$ cat config.mk
export PLATFORM = sky130hd
export DESIGN_NAME = class_conditional_histogram
export DESIGN_NICKNAME = d
export VERILOG_FILES = /design/src/rtl/core/cch_pkg.sv /design/src/rtl/core/class_conditional_histogram.sv /design/src/rtl/core/cch_ram.sv /design/src/rtl/core/cch_div.sv
export SDC_FILE = /design/constraint.sdc
export NUM_CORES = 2
export LEC_CHECK = 0
export ABC_AREA = 1
export BUFFER_PORTS_ARGS = -buffer_cell sky130_fd_sc_hd__buf_2
export CAP_MARGIN = 20
export CORE_MARGIN = 4
export CORE_UTILIZATION = 35
export CTS_BUF_LIST = sky130_fd_sc_hd__clkbuf_8
export CTS_CLUSTER_SIZE = 12
export DETAILED_ROUTE_END_ITERATION = 8
export PLACE_DENSITY = 0.52
export SYNTH_ARGS = -nofsm -noshare
export SYNTH_HDL_FRONTEND = slang
export SYNTH_SLANG_ARGS = --single-unit
$ cat constraint.sdc
create_clock -name clk -period 5.6 [get_ports clk]
set_input_delay 0.28 -clock clk [delete_from_list [all_inputs] [get_ports clk]]
set_output_delay 0.28 -clock clk [all_outputs]
set_load 0.03 [all_outputs]
$ cat src/rtl/core/cch_pkg.sv
`timescale 1ns / 1ps
package cch_pkg;

  localparam int unsigned DEF_POSITION_BINS = 10;
  localparam int unsigned DEF_SCALE_LEVELS  = 12;
  localparam int unsigned DEF_CONF_BINS     = 10;
  localparam int unsigned DEF_COUNT_BITS    = 20;

  localparam int unsigned NUM_TABLES       = 8;
  localparam int unsigned LEVEL_TABLE_SIZE = 12;
  localparam int unsigned BIN_W            = 4;

  localparam logic [17:0] SENTINEL_SCALE = 18'd72818;
  localparam logic [16:0] CONF_ONE       = 17'd65536;

  localparam logic [16:0] RST_CONF_THRESHOLD = 17'd19661;
  localparam logic [11:0] RST_IMAGE_WIDTH    = 12'd1360;
  localparam logic [11:0] RST_IMAGE_HEIGHT   = 12'd800;

  localparam logic [1:0] CFG_CONF_THRESHOLD = 2'd0;
  localparam logic [1:0] CFG_IMAGE_WIDTH    = 2'd1;
  localparam logic [1:0] CFG_IMAGE_HEIGHT   = 2'd2;

  localparam logic [1:0] ACT_ADD   = 2'd0;
  localparam logic [1:0] ACT_READ  = 2'd1;
  localparam logic [1:0] ACT_CLEAR = 2'd2;

  localparam logic [2:0] ST_OK        = 3'd0;
  localparam logic [2:0] ST_FILTERED  = 3'd1;
  localparam logic [2:0] ST_NO_SCALE  = 3'd2;
  localparam logic [2:0] ST_RANGE     = 3'd3;
  localparam logic [2:0] ST_BAD_READ  = 3'd4;

  localparam logic [3:0] TBL_PRIORS = 4'd8;

  localparam logic [17:0] LEVEL_CODES [LEVEL_TABLE_SIZE] = '{
    18'd17920, 18'd21504, 18'd25805, 18'd30966, 18'd37159, 18'd44591,
    18'd53509, 18'd64211, 18'd77053, 18'd92463, 18'd110956, 18'd133147
  };

  typedef struct packed {
    logic busy;
    logic done;
  } div_status_t;

  typedef struct packed {
    logic             found;
    logic [BIN_W-1:0] level;
  } level_hit_t;

  function automatic level_hit_t level_lookup(input logic [17:0] code,
                                              input int unsigned lim);
    level_hit_t res;
    res = '0;
    for (int unsigned i = 0; i < LEVEL_TABLE_SIZE; i++) begin
      if (!res.found && i < lim && LEVEL_CODES[i] == code) begin
        res.found = 1'b1;
        res.level = BIN_W'(i);
      end
    end
    return res;
  endfunction

endpackage

$ cat src/rtl/core/class_conditional_histogram.sv
`timescale 1ns / 1ps
// Class-conditional histogram of detection records with smoothed read-out.
// Input channel (in_*): one transaction per action. Add counts a record into
// the hit or miss tables, read returns one unsigned Q1.16 probability, clear zeroes
// all counts. Result channel (out_*): exactly one transaction per input.
// Configuration (cfg_*): threshold and image size, written while idle;
// cfg_ready is always high.
// One item is worked on at a time; in_stall is high from acceptance until
// the result is loaded into the output register. Steps per action:
//   add:   the shared bit-serial divider bins x and y (each pass skipped
//          for a clamped coordinate), then four read-modify-write passes
//          over the count RAM
//   read:  a count RAM read then a divide for a bin, a divide for a prior
//   clear, rejected add, bad read, prior with no records: no RAM or divider pass
// The output register takes a result as the block returns to idle, so the
// next input can be accepted while that result is stalled; a stalled result
// holds and blocks only the item after the next.
// Reset clears all counts (per-entry valid bits), the class counts and the
// configuration to its defaults; no clearing pass is needed.
module class_conditional_histogram #(
  parameter int unsigned POSITION_BINS = cch_pkg::DEF_POSITION_BINS,
  parameter int unsigned SCALE_LEVELS  = cch_pkg::DEF_SCALE_LEVELS,
  parameter int unsigned CONF_BINS     = cch_pkg::DEF_CONF_BINS,
  parameter int unsigned COUNT_BITS    = cch_pkg::DEF_COUNT_BITS
) (
  input  logic        clk,
  input  logic        rst_n,
  input  logic        in_valid,
  output logic        in_stall,
  input  logic [1:0]  in_action,
  input  logic [12:0] in_x_position,
  input  logic [12:0] in_y_position,
  input  logic [17:0] in_scale_code,
  input  logic [16:0] in_confidence,
  input  logic [5:0]  in_sign_type,
  input  logic        in_reported_hit,
  input  logic [3:0]  in_table_select,
  input  logic [3:0]  in_bin_select,
  output logic        out_valid,
  input  logic        out_stall,
  output logic [16:0] out_probability,
  output logic [2:0]  out_status,
  output logic        out_classed_hit,
  input  logic        cfg_valid,
  output logic        cfg_ready,
  input  logic [1:0]  cfg_index,
  input  logic [16:0] cfg_data
);

  import cch_pkg::*;

  localparam int unsigned MAX_A   = POSITION_BINS > SCALE_LEVELS ? POSITION_BINS : SCALE_LEVELS;
  localparam int unsigned SLOTS   = MAX_A > CONF_BINS ? MAX_A : CONF_BINS;
  localparam int unsigned DEPTH   = NUM_TABLES * SLOTS;
  localparam int unsigned AW      = $clog2(DEPTH);
  localparam int unsigned NW      = COUNT_BITS + 16;
  localparam int unsigned DW      = COUNT_BITS + 1;
  localparam int unsigned LVL_LIM =
    SCALE_LEVELS > LEVEL_TABLE_SIZE ? LEVEL_TABLE_SIZE : SCALE_LEVELS;

  localparam logic [3:0] S_IDLE  = 4'd0;
  localparam logic [3:0] S_DEC   = 4'd1;
  localparam logic [3:0] S_XST   = 4'd2;
  localparam logic [3:0] S_XW    = 4'd3;
  localparam logic [3:0] S_YST   = 4'd4;
  localparam logic [3:0] S_YW    = 4'd5;
  localparam logic [3:0] S_RD    = 4'd6;
  localparam logic [3:0] S_WR    = 4'd7;
  localparam logic [3:0] S_RDATA = 4'd8;
  localparam logic [3:0] S_PDIV  = 4'd9;
  localparam logic [3:0] S_OUT   = 4'd10;

  localparam logic [COUNT_BITS-1:0] CNT_MAX = '1;

  function automatic logic [4:0] table_bins(input logic [3:0] t);
    if (t < 4'd4) return 5'(POSITION_BINS);
    if (t < 4'd6) return 5'(SCALE_LEVELS);
    return 5'(CONF_BINS);
  endfunction

  function automatic logic [AW-1:0] slot_addr(input logic [2:0] t,
                                              input logic [BIN_W-1:0] b);
    return AW'(AW'(t) * AW'(SLOTS) + AW'(b));
  endfunction

  function automatic logic [COUNT_BITS-1:0] sat_inc(input logic [COUNT_BITS-1:0] v);
    return (v == CNT_MAX) ? v : v + 1'b1;
  endfunction

  logic [3:0]  state_r, state_nxt;

  logic [16:0] thr_r;
  logic [11:0] width_r;
  logic [11:0] height_r;

  logic [1:0]  act_r;
  logic [12:0] x_r, y_r;
  logic [17:0] scale_r;
  logic [16:0] conf_r;
  logic [5:0]  stype_r;
  logic        rhit_r;
  logic [3:0]  tsel_r, bsel_r;

  logic             classed_r;
  logic [BIN_W-1:0] level_r, xbin_r, ybin_r, cbin_r;
  logic [1:0]       k_r;
  logic             vld_q_r;
  logic [2:0]       res_status_r;
  logic [16:0]      res_prob_r;

  logic [COUNT_BITS-1:0] hit_r, miss_r;
  logic [4:0]            nz_r [NUM_TABLES];
  logic [DEPTH-1:0]      valid_r;

  logic        out_valid_r;
  logic [16:0] out_prob_r;
  logic [2:0]  out_status_r;
  logic        out_classed_r;

  level_hit_t lk;
  logic       filt;
  logic       read_bad;
  logic [20:0] cprod;
  logic [BIN_W-1:0] cbin;
  logic [16:0] xprod, yprod;
  logic [2:0]  tbl_k;
  logic [BIN_W-1:0] bin_k;
  logic [AW-1:0] addr;
  logic        ram_re, ram_we;
  logic [COUNT_BITS-1:0] ram_rdata, old_cnt;
  logic [COUNT_BITS:0]   total;
  logic [COUNT_BITS:0]   den_bin;
  logic [4:0]  empty_bins;
  logic        div_start;
  logic [NW-1:0] div_num, div_quo;
  logic [DW-1:0] div_den;
  div_status_t   div_stat;
  logic [16:0]   prob_clamped;
  logic          out_free;

  assign lk       = level_lookup(scale_r, LVL_LIM);
  assign filt     = stype_r == 6'd11 || stype_r > 6'd16 || scale_r == SENTINEL_SCALE;
  assign read_bad = (tsel_r == TBL_PRIORS) ? (bsel_r > 4'd1)
                  : !(tsel_r < 4'(NUM_TABLES) && {1'b0, bsel_r} < table_bins(tsel_r));
  assign cprod    = 21'(conf_r[15:0]) * 21'(CONF_BINS);
  assign cbin     = conf_r[16] ? BIN_W'(CONF_BINS - 1) : cprod[16 +: BIN_W];
  assign xprod    = 17'(x_r[11:0]) * 17'(POSITION_BINS);
  assign yprod    = 17'(y_r[11:0]) * 17'(POSITION_BINS);

  assign tbl_k = {k_r, ~classed_r};
  always_comb begin
    unique case (k_r)
      2'd0:    bin_k = xbin_r;
      2'd1:    bin_k = ybin_r;
      2'd2:    bin_k = level_r;
      default: bin_k = cbin_r;
    endcase
  end

  assign addr    = (state_r == S_DEC) ? slot_addr(tsel_r[2:0], bsel_r)
                                      : slot_addr(tbl_k, bin_k);
  assign ram_re  = state_r == S_RD ||
                   (state_r == S_DEC && act_r == ACT_READ && !read_bad &&
                    tsel_r != TBL_PRIORS);
  assign ram_we  = state_r == S_WR;
  assign old_cnt = vld_q_r ? ram_rdata : '0;

  assign total      = {1'b0, hit_r} + {1'b0, miss_r};
  assign empty_bins = table_bins(tsel_r) - nz_r[tsel_r[2:0]];
  assign den_bin    = (tsel_r[0] ? {1'b0, miss_r} : {1'b0, hit_r}) + DW'(empty_bins);

  cch_ram #(
    .WIDTH (COUNT_BITS),
    .DEPTH (DEPTH)
  ) u_ram (
    .clk   (clk),
    .we    (ram_we),
    .waddr (addr),
    .wdata (sat_inc(old_cnt)),
    .re    (ram_re),
    .raddr (addr),
    .rdata (ram_rdata)
  );

  always_comb begin
    div_start = 1'b0;
    div_num   = {(bsel_r == 4'd0) ? hit_r : miss_r, 16'd0};
    div_den   = total;
    unique case (state_r)
      S_XST: begin
        div_start = x_r[11:0] < width_r;
        div_num   = NW'(xprod);
        div_den   = DW'(width_r);
      end
      S_YST: begin
        div_start = y_r[11:0] < height_r;
        div_num   = NW'(yprod);
        div_den   = DW'(height_r);
      end
      S_DEC: begin
        div_start = act_r == ACT_READ && tsel_r == TBL_PRIORS && !read_bad &&
                    total != '0;
      end
      S_RDATA: begin
        div_start = den_bin != '0;
        div_num   = {(old_cnt == '0) ? COUNT_BITS'(1) : old_cnt, 16'd0};
        div_den   = den_bin;
      end
      default: ;
    endcase
  end

  cch_div #(
    .NW (NW),
    .DW (DW)
  ) u_div (
    .clk   (clk),
    .rst_n (rst_n),
    .start (div_start),
    .num   (div_num),
    .den   (div_den),
    .quo   (div_quo),
    .stat  (div_stat)
  );

  assign prob_clamped = (div_quo > NW'(CONF_ONE)) ? CONF_ONE : div_quo[16:0];
  assign out_free     = !out_valid_r || !out_stall;

  always_comb begin
    state_nxt = state_r;
    unique case (state_r)
      S_IDLE:  if (in_valid) state_nxt = S_DEC;
      S_DEC: begin
        unique case (act_r)
          ACT_ADD:  state_nxt = (filt || !lk.found || x_r[12] || y_r[12]) ? S_OUT : S_XST;
          ACT_READ: state_nxt = read_bad ? S_OUT
                              : (tsel_r != TBL_PRIORS) ? S_RDATA
                              : (total != '0) ? S_PDIV : S_OUT;
          default:  state_nxt = S_OUT;
        endcase
      end
      S_XST:   state_nxt = div_start ? S_XW : S_YST;
      S_XW:    if (div_stat.done) state_nxt = S_YST;
      S_YST:   state_nxt = div_start ? S_YW : S_RD;
      S_YW:    if (div_stat.done) state_nxt = S_RD;
      S_RD:    state_nxt = S_WR;
      S_WR:    state_nxt = (k_r == 2'd3) ? S_OUT : S_RD;
      S_RDATA: state_nxt = div_start ? S_PDIV : S_OUT;
      S_PDIV:  if (div_stat.done) state_nxt = S_OUT;
      S_OUT:   if (out_free) state_nxt = S_IDLE;
      default: state_nxt = S_IDLE;
    endcase
  end

  always_ff @(posedge clk) begin
    if (!rst_n) begin
      state_r     <= S_IDLE;
      thr_r       <= RST_CONF_THRESHOLD;
      width_r     <= RST_IMAGE_WIDTH;
      height_r    <= RST_IMAGE_HEIGHT;
      hit_r       <= '0;
      miss_r      <= '0;
      valid_r     <= '0;
      out_valid_r <= 1'b0;
      for (int i = 0; i < NUM_TABLES; i++) nz_r[i] <= '0;
    end else begin
      state_r <= state_nxt;
      if (cfg_valid) begin
        unique case (cfg_index)
          CFG_CONF_THRESHOLD: thr_r    <= cfg_data;
          CFG_IMAGE_WIDTH:    width_r  <= cfg_data[11:0];
          CFG_IMAGE_HEIGHT:   height_r <= cfg_data[11:0];
          default: ;
        endcase
      end
      if (state_r == S_DEC && act_r == ACT_CLEAR) begin
        hit_r   <= '0;
        miss_r  <= '0;
        valid_r <= '0;
        for (int i = 0; i < NUM_TABLES; i++) nz_r[i] <= '0;
      end
      if (state_r == S_WR) begin
        valid_r[addr] <= 1'b1;
        if (old_cnt == '0) nz_r[tbl_k] <= nz_r[tbl_k] + 1'b1;
        if (k_r == 2'd3) begin
          if (classed_r) hit_r <= sat_inc(hit_r);
          else           miss_r <= sat_inc(miss_r);
        end
      end
      if (state_r == S_OUT && out_free) out_valid_r <= 1'b1;
      else if (!out_stall)              out_valid_r <= 1'b0;
    end
  end

  always_ff @(posedge clk) begin
    unique case (state_r)
      S_IDLE: begin
        act_r   <= in_action;
        x_r     <= in_x_position;
        y_r     <= in_y_position;
        scale_r <= in_scale_code;
        conf_r  <= in_confidence;
        stype_r <= in_sign_type;
        rhit_r  <= in_reported_hit;
        tsel_r  <= in_table_select;
        bsel_r  <= in_bin_select;
      end
      S_DEC: begin
        res_prob_r   <= '0;
        res_status_r <= ST_OK;
        classed_r    <= 1'b0;
        level_r      <= lk.level;
        cbin_r       <= cbin;
        xbin_r       <= BIN_W'(POSITION_BINS - 1);
        ybin_r       <= BIN_W'(POSITION_BINS - 1);
        k_r          <= 2'd0;
        if (act_r == ACT_ADD) begin
          if (filt)           res_status_r <= ST_FILTERED;
          else if (!lk.found) res_status_r <= ST_NO_SCALE;
          else if (x_r[12] || y_r[12]) res_status_r <= ST_RANGE;
          else classed_r <= rhit_r && (conf_r > thr_r);
        end else if (act_r == ACT_READ && read_bad) begin
          res_status_r <= ST_BAD_READ;
        end
      end
      S_XW:    if (div_stat.done) xbin_r <= div_quo[BIN_W-1:0];
      S_YW:    if (div_stat.done) ybin_r <= div_quo[BIN_W-1:0];
      S_WR:    k_r <= k_r + 1'b1;
      S_PDIV:  if (div_stat.done) res_prob_r <= prob_clamped;
      S_OUT: begin
        if (out_free) begin
          out_prob_r    <= res_prob_r;
          out_status_r  <= res_status_r;
          out_classed_r <= classed_r;
        end
      end
      default: ;
    endcase
    // sample the entry's valid bit alongside the RAM read
    if (ram_re) vld_q_r <= valid_r[addr];
  end

  assign in_stall        = state_r != S_IDLE;
  assign cfg_ready       = 1'b1;
  assign out_valid       = out_valid_r;
  assign out_probability = out_prob_r;
  assign out_status      = out_status_r;
  assign out_classed_hit = out_classed_r;

endmodule

$ cat src/rtl/core/cch_ram.sv
`timescale 1ns / 1ps
module cch_ram #(
  parameter int unsigned WIDTH = 20,
  parameter int unsigned DEPTH = 96
) (
  input  logic                     clk,
  input  logic                     we,
  input  logic [$clog2(DEPTH)-1:0] waddr,
  input  logic [WIDTH-1:0]         wdata,
  input  logic                     re,
  input  logic [$clog2(DEPTH)-1:0] raddr,
  output logic [WIDTH-1:0]         rdata
);

  logic [WIDTH-1:0] mem [DEPTH];
  logic [WIDTH-1:0] rdata_r;

  always_ff @(posedge clk) begin
    if (we) begin
      mem[waddr] <= wdata;
    end
    if (re) begin
      rdata_r <= mem[raddr];
    end
  end

  assign rdata = rdata_r;

endmodule

$ cat src/rtl/core/cch_div.sv
`timescale 1ns / 1ps
module cch_div #(
  parameter int unsigned NW = 36,
  parameter int unsigned DW = 21
) (
  input  logic                 clk,
  input  logic                 rst_n,
  input  logic                 start,
  input  logic [NW-1:0]        num,
  input  logic [DW-1:0]        den,
  output logic [NW-1:0]        quo,
  output cch_pkg::div_status_t stat
);

  import cch_pkg::*;

  localparam int unsigned CW = $clog2(NW);

  logic          busy_r;
  logic          done_r;
  logic [CW-1:0] cnt_r;
  logic [NW-1:0] num_r;
  logic [NW-1:0] quo_r;
  logic [DW-1:0] den_r;
  logic [DW-1:0] rem_r;
  logic [DW:0]   trial;
  logic          fits;

  assign trial = {rem_r, num_r[NW-1]};
  assign fits  = trial >= {1'b0, den_r};

  always_ff @(posedge clk) begin
    if (!rst_n) begin
      busy_r <= 1'b0;
      done_r <= 1'b0;
      cnt_r  <= '0;
    end else begin
      done_r <= 1'b0;
      if (start) begin
        busy_r <= 1'b1;
        cnt_r  <= '0;
      end else if (busy_r) begin
        cnt_r <= cnt_r + 1'b1;
        if (cnt_r == CW'(NW - 1)) begin
          busy_r <= 1'b0;
          done_r <= 1'b1;
        end
      end
    end
  end

  // one quotient bit per cycle, restoring
  always_ff @(posedge clk) begin
    if (start) begin
      num_r <= num;
      den_r <= den;
      rem_r <= '0;
      quo_r <= '0;
    end else if (busy_r) begin
      num_r <= {num_r[NW-2:0], 1'b0};
      rem_r <= fits ? DW'(trial - {1'b0, den_r}) : trial[DW-1:0];
      quo_r <= {quo_r[NW-2:0], fits};
    end
  end

  assign quo       = quo_r;
  assign stat.busy = busy_r;
  assign stat.done = done_r;

endmodule

==> results.cfg <==
[setup_path]
crit_buf_inv = 7
arrival_ns = 5.73
crit_type = flop to flop
path_max_fanout = 45
slowest_stage = dfxtp_1
slowest_delay_ns = 0.51
required_ns = 6.31
endpoint_kind = flop
worstSetupStartpointType = flop
crit_top_cell = nand2_1
crit_family = simple AND/OR/NAND/NOR gates

[job]
maxCapViolations = 0

[place]
dp_hpwl_um = 206000
dp_cells = 12900
gp_congestion = 0.899
io_buffers = 124

[sta]
skew_ns = 0.160
fmax_ghz = 0.199
hold_violations = 0
fin_crit_sh_pct = 89.6
setup_viol = 0
relSlewSlack_pct = 25.7
fin_crit_ns = 5.02
report.final.slew_viol_count = 0
max_slew.worst_pin.slew_ns = 1.11

[logic_synthesis]
syn_avg_cell_area_um2 = 11.3
synth_compound_area_share_pct = 11.0
syn_nets = 9338
synthMuxAreaShare_pct = 0
ys_ff_latch = 2425
ys_seq_area_share_pct = 68.7
synth_xor_area_share_pct = 0.462
synthSimpleGateAreaFrac_pct = 13.8
synth_top_family_by_area = simple AND/OR/NAND/NOR gates
synth_edf_count = 2175
syn_area_um2 = 102000
synth-async-reset-ratio_pct = 0
ys.flop_type = edfxtp_1
synth-adder-area-share_pct = 2.32
synth_cell_type_count = 61
yosysWarnings = 0
syn_inst = 9052

[power_and_ir_drop]
p_int_mw = 37.4
vdd_drop_max_v = 0.000544
power.leakage_nw = 43.4
power_switching_share_pct = 45.8
seqPwrFrac_pct = 32.0
power_frac_comb_pct = 46.5
clock_power_share_pct = 21.6
p_sw_mw = 31.6
total_power_mw = 69.0
power.density_nw_per_um2 = 576

[cells_and_area]
fillers = 27500
multi_input_area_um2 = 28900
syn_to_final_growth_pct = 17.0
seq_area_um2 = 70300
fin_cells = 13900
post-route-util_pct = 41.2
fin_nets = 9941
drive_gt1_share_pct = 11.3

[floorplan]
die_x_um = 549
initial_core_util_pct = 35.2
die_area_um2 = 301000
io_pins = 126
coreArea_um2 = 291000
row_count = 198
fp.dieH_um = 549

[clocking]
cts.clk_slew.worst_paths_ns = 0.06
cts_root_buf = clkbuf_8
h-tree-depth = 5
clkLatencyLatePin_ns = 1.14
clock_path_buffers = 4
clock_sinks = 2425
numCtsBuffers = 411
cts_tree = yes

[detailed_routing]
drc = 0
dr_total_vias = 73300
routed_wl_um = 336000
drt_iter0_markers = 7213
wl_per_cell_um = 24.2
first_pass_iters = 8
drt-vias-per-instance = 5.27
ant_nets = 0

[global_route]
grt_overflow_total = 0
grt_use_total_pct = 21.6
antenna_found_initial = 10
grt_max_degree = 102
first_global_vias = 71500
grt_first_pass_wirelength_um = 489000

[hold_path]
worstHoldStart = in_scale_code[17]
hold_path.class = input pin to flop

[status]
status = completed
[power by group through the flow]
stage / clock network (mW) / logic, mW / registers [mW]
after floorplan: 0 / 17.5 / 22.1
after CTS: 15.3 / 32.0 / 22.1
final: 14.9 / 32.1 / 22.1
after global routing: 16.1 / 34.6 / 22.1
after detailed placement: 0 / 31.8 / 22.4
after global placement: 0 / 31.6 / 22.4
[final cells by class]
| cell class | instances | area share [%] |
|---|---|---|
| timing repair buffer | 638 | 5.06 |
| antenna | 13 | 0.0271 |
| tap | 3900 | 4.07 |
| inverter | 507 | 1.62 |
| sequential | 2425 | 58.7 |
| clock buffer | 433 | 4.97 |
| multi-input combinational | 5672 | 24.2 |
| clock inverter | 323 | 1.41 |
[path summary, 6_finish.rpt]
path	endpoint	slack, ns	depth (start not counted)
min reg2reg	out_probability[9]	0.41	0
min	scale_r[17]	0.07	2
max reg2reg	u_div.num_r[9]	0.58	30
max	u_div.num_r[9]	0.58	30
[metal layers]
layer  track usage [%]  wire length [um]  vias to the layer above
met5                 0                13                        -
met4              7.39             12200                        2
li1                  -                 -                    33600
met2              35.9            160000                     2750
met1              29.0            143000                    36500
met3              3.05             21400                      577
[stage by stage]
stage / hold slack, ns / TNS (ns) / area (um^2) / setup slack, ns
5_1_grt: -0.00309 / -0.0000444 / 120000 / -0.0000444
6_report: 0.0672 / 0 / 120000 / 0.580
4_1_cts: 0.00129 / 0 / 120000 / 0.208
2_1_floorplan: 0.379 / -5.73 / 102000 / -0.0596
3_5_place_dp: 0.405 / 0 / 110000 / 0.206
3_3_place_gp: 0.406 / 0 / 110000 / 0.234
[kinds of logic (layout without fill, tap and decap cells)]
family | after synthesis | count (layout)
other | 1 | 14
adders and majority gates | 184 | 184
DFF | 2425 | 2425
and+or+nand+nor | 3467 | 3467
xor gates and xnor gates | 54 | 54
AOI/OAI and AO/OA | 1966 | 1966
buffers and inverters | 955 | 1901
[sequential cells by signal, summed over array words and instances (netlist names), 13 cells and up, named ones only]
signal / flops
u_div.num_r: 35
u_div.den_r: 21
x_r: 13
u_ram.rdata: 20
hit_r: 20
res_prob_r: 17
u_ram.mem: 1920
conf_r: 17
nz_r: 40
out_probability: 17
thr_r: 17
u_div.quo: 36
scale_r: 18
y_r: 13
valid_r: 96
u_div.rem_r: 21
miss_r: 20
[layout by cell type (no fill, tap or decap), types with 9 or more instances in the layout]
| cell type | netlist | final |
|---|---|---|
| a22oi_1 | 348 | 348 |
| buf_12 | 0 | 86 |
| fa_1 | 10 | 10 |
| nor3_1 | 72 | 68 |
| nor4_1 | 15 | 15 |
| a21oi_1 | 775 | 775 |
| ha_1 | 174 | 174 |
| xor2_4 | 0 | 14 |
| inv_2 | 16 | 11 |
| o211ai_1 | 29 | 29 |
| nor2_1 | 452 | 351 |
| nor2_2 | 8 | 104 |
| inv_1 | 486 | 646 |
| a31oi_1 | 19 | 19 |
| clkinv_1 | 5 | 96 |
| o21ai_0 | 582 | 580 |
| o21ai_1 | 11 | 12 |
| dfxtp_1 | 250 | 250 |
| buf_2 | 128 | 123 |
| a221oi_1 | 9 | 9 |
| nand2_1 | 2435 | 2434 |
| xnor2_1 | 23 | 18 |
| edfxtp_1 | 2175 | 2175 |
| nand3b_1 | 29 | 29 |
| a22o_1 | 48 | 48 |
| nor2_4 | 5 | 10 |
| nand4_1 | 126 | 126 |
| dlygate4sd3_1 | 0 | 188 |
| buf_4 | 4 | 237 |
| xor2_1 | 31 | 17 |
| nand3_1 | 299 | 298 |
| o21a_1 | 10 | 10 |
| clkbuf_8 | 0 | 434 |
| clkinv_2 | 0 | 33 |
| o22ai_1 | 86 | 84 |
| diode_2 | 0 | 13 |
[what timing repair did]
item                                    CTS  global route
gates resized for setup                   0             7
endpoints found under the hold margin   168             0
endpoints found under the setup margin    0           127
hold buffers                            188             0
setup buffers                             0             3
[synth_stat cells, drive strengths merged, types with 19 or more instances]
cell | n | area share [%]
nand2 | 2439 | 9.0
edfxtp | 2175 | 64
a21oi | 775 | 3.8
o21ai | 595 | 2.9
inv | 502 | 1.8
nor2 | 466 | 1.8
a22oi | 348 | 2.6
nand3 | 302 | 1.5
clkbuf | 273 | 1.0
dfxtp | 250 | 4.9
buf | 175 | 0.84
ha | 174 | 2.1
nand4 | 126 | 0.77
o22ai | 86 | 0.53
nor3 | 75 | 0.38
a22o | 48 | 0.41
xor2 | 31 | 0.27
nand3b | 29 | 0.21
o211ai | 29 | 0.21
xnor2 | 23 | 0.20
a31oi | 19 | 0.12
[worst reg2reg max path, delay by kind of cell, from the launching register on]
kind	cells	cell delay, ns
flip-flops	1	0.51
AND/OR/NAND/NOR	16	1.64
buffers and inverters	7	1.23
AO/OA/AOI/OAI	4	0.57
XOR/XNOR	1	0.18
adder cells (fa/ha/maj)	2	0.55
(Power assumes the default switching activity.)
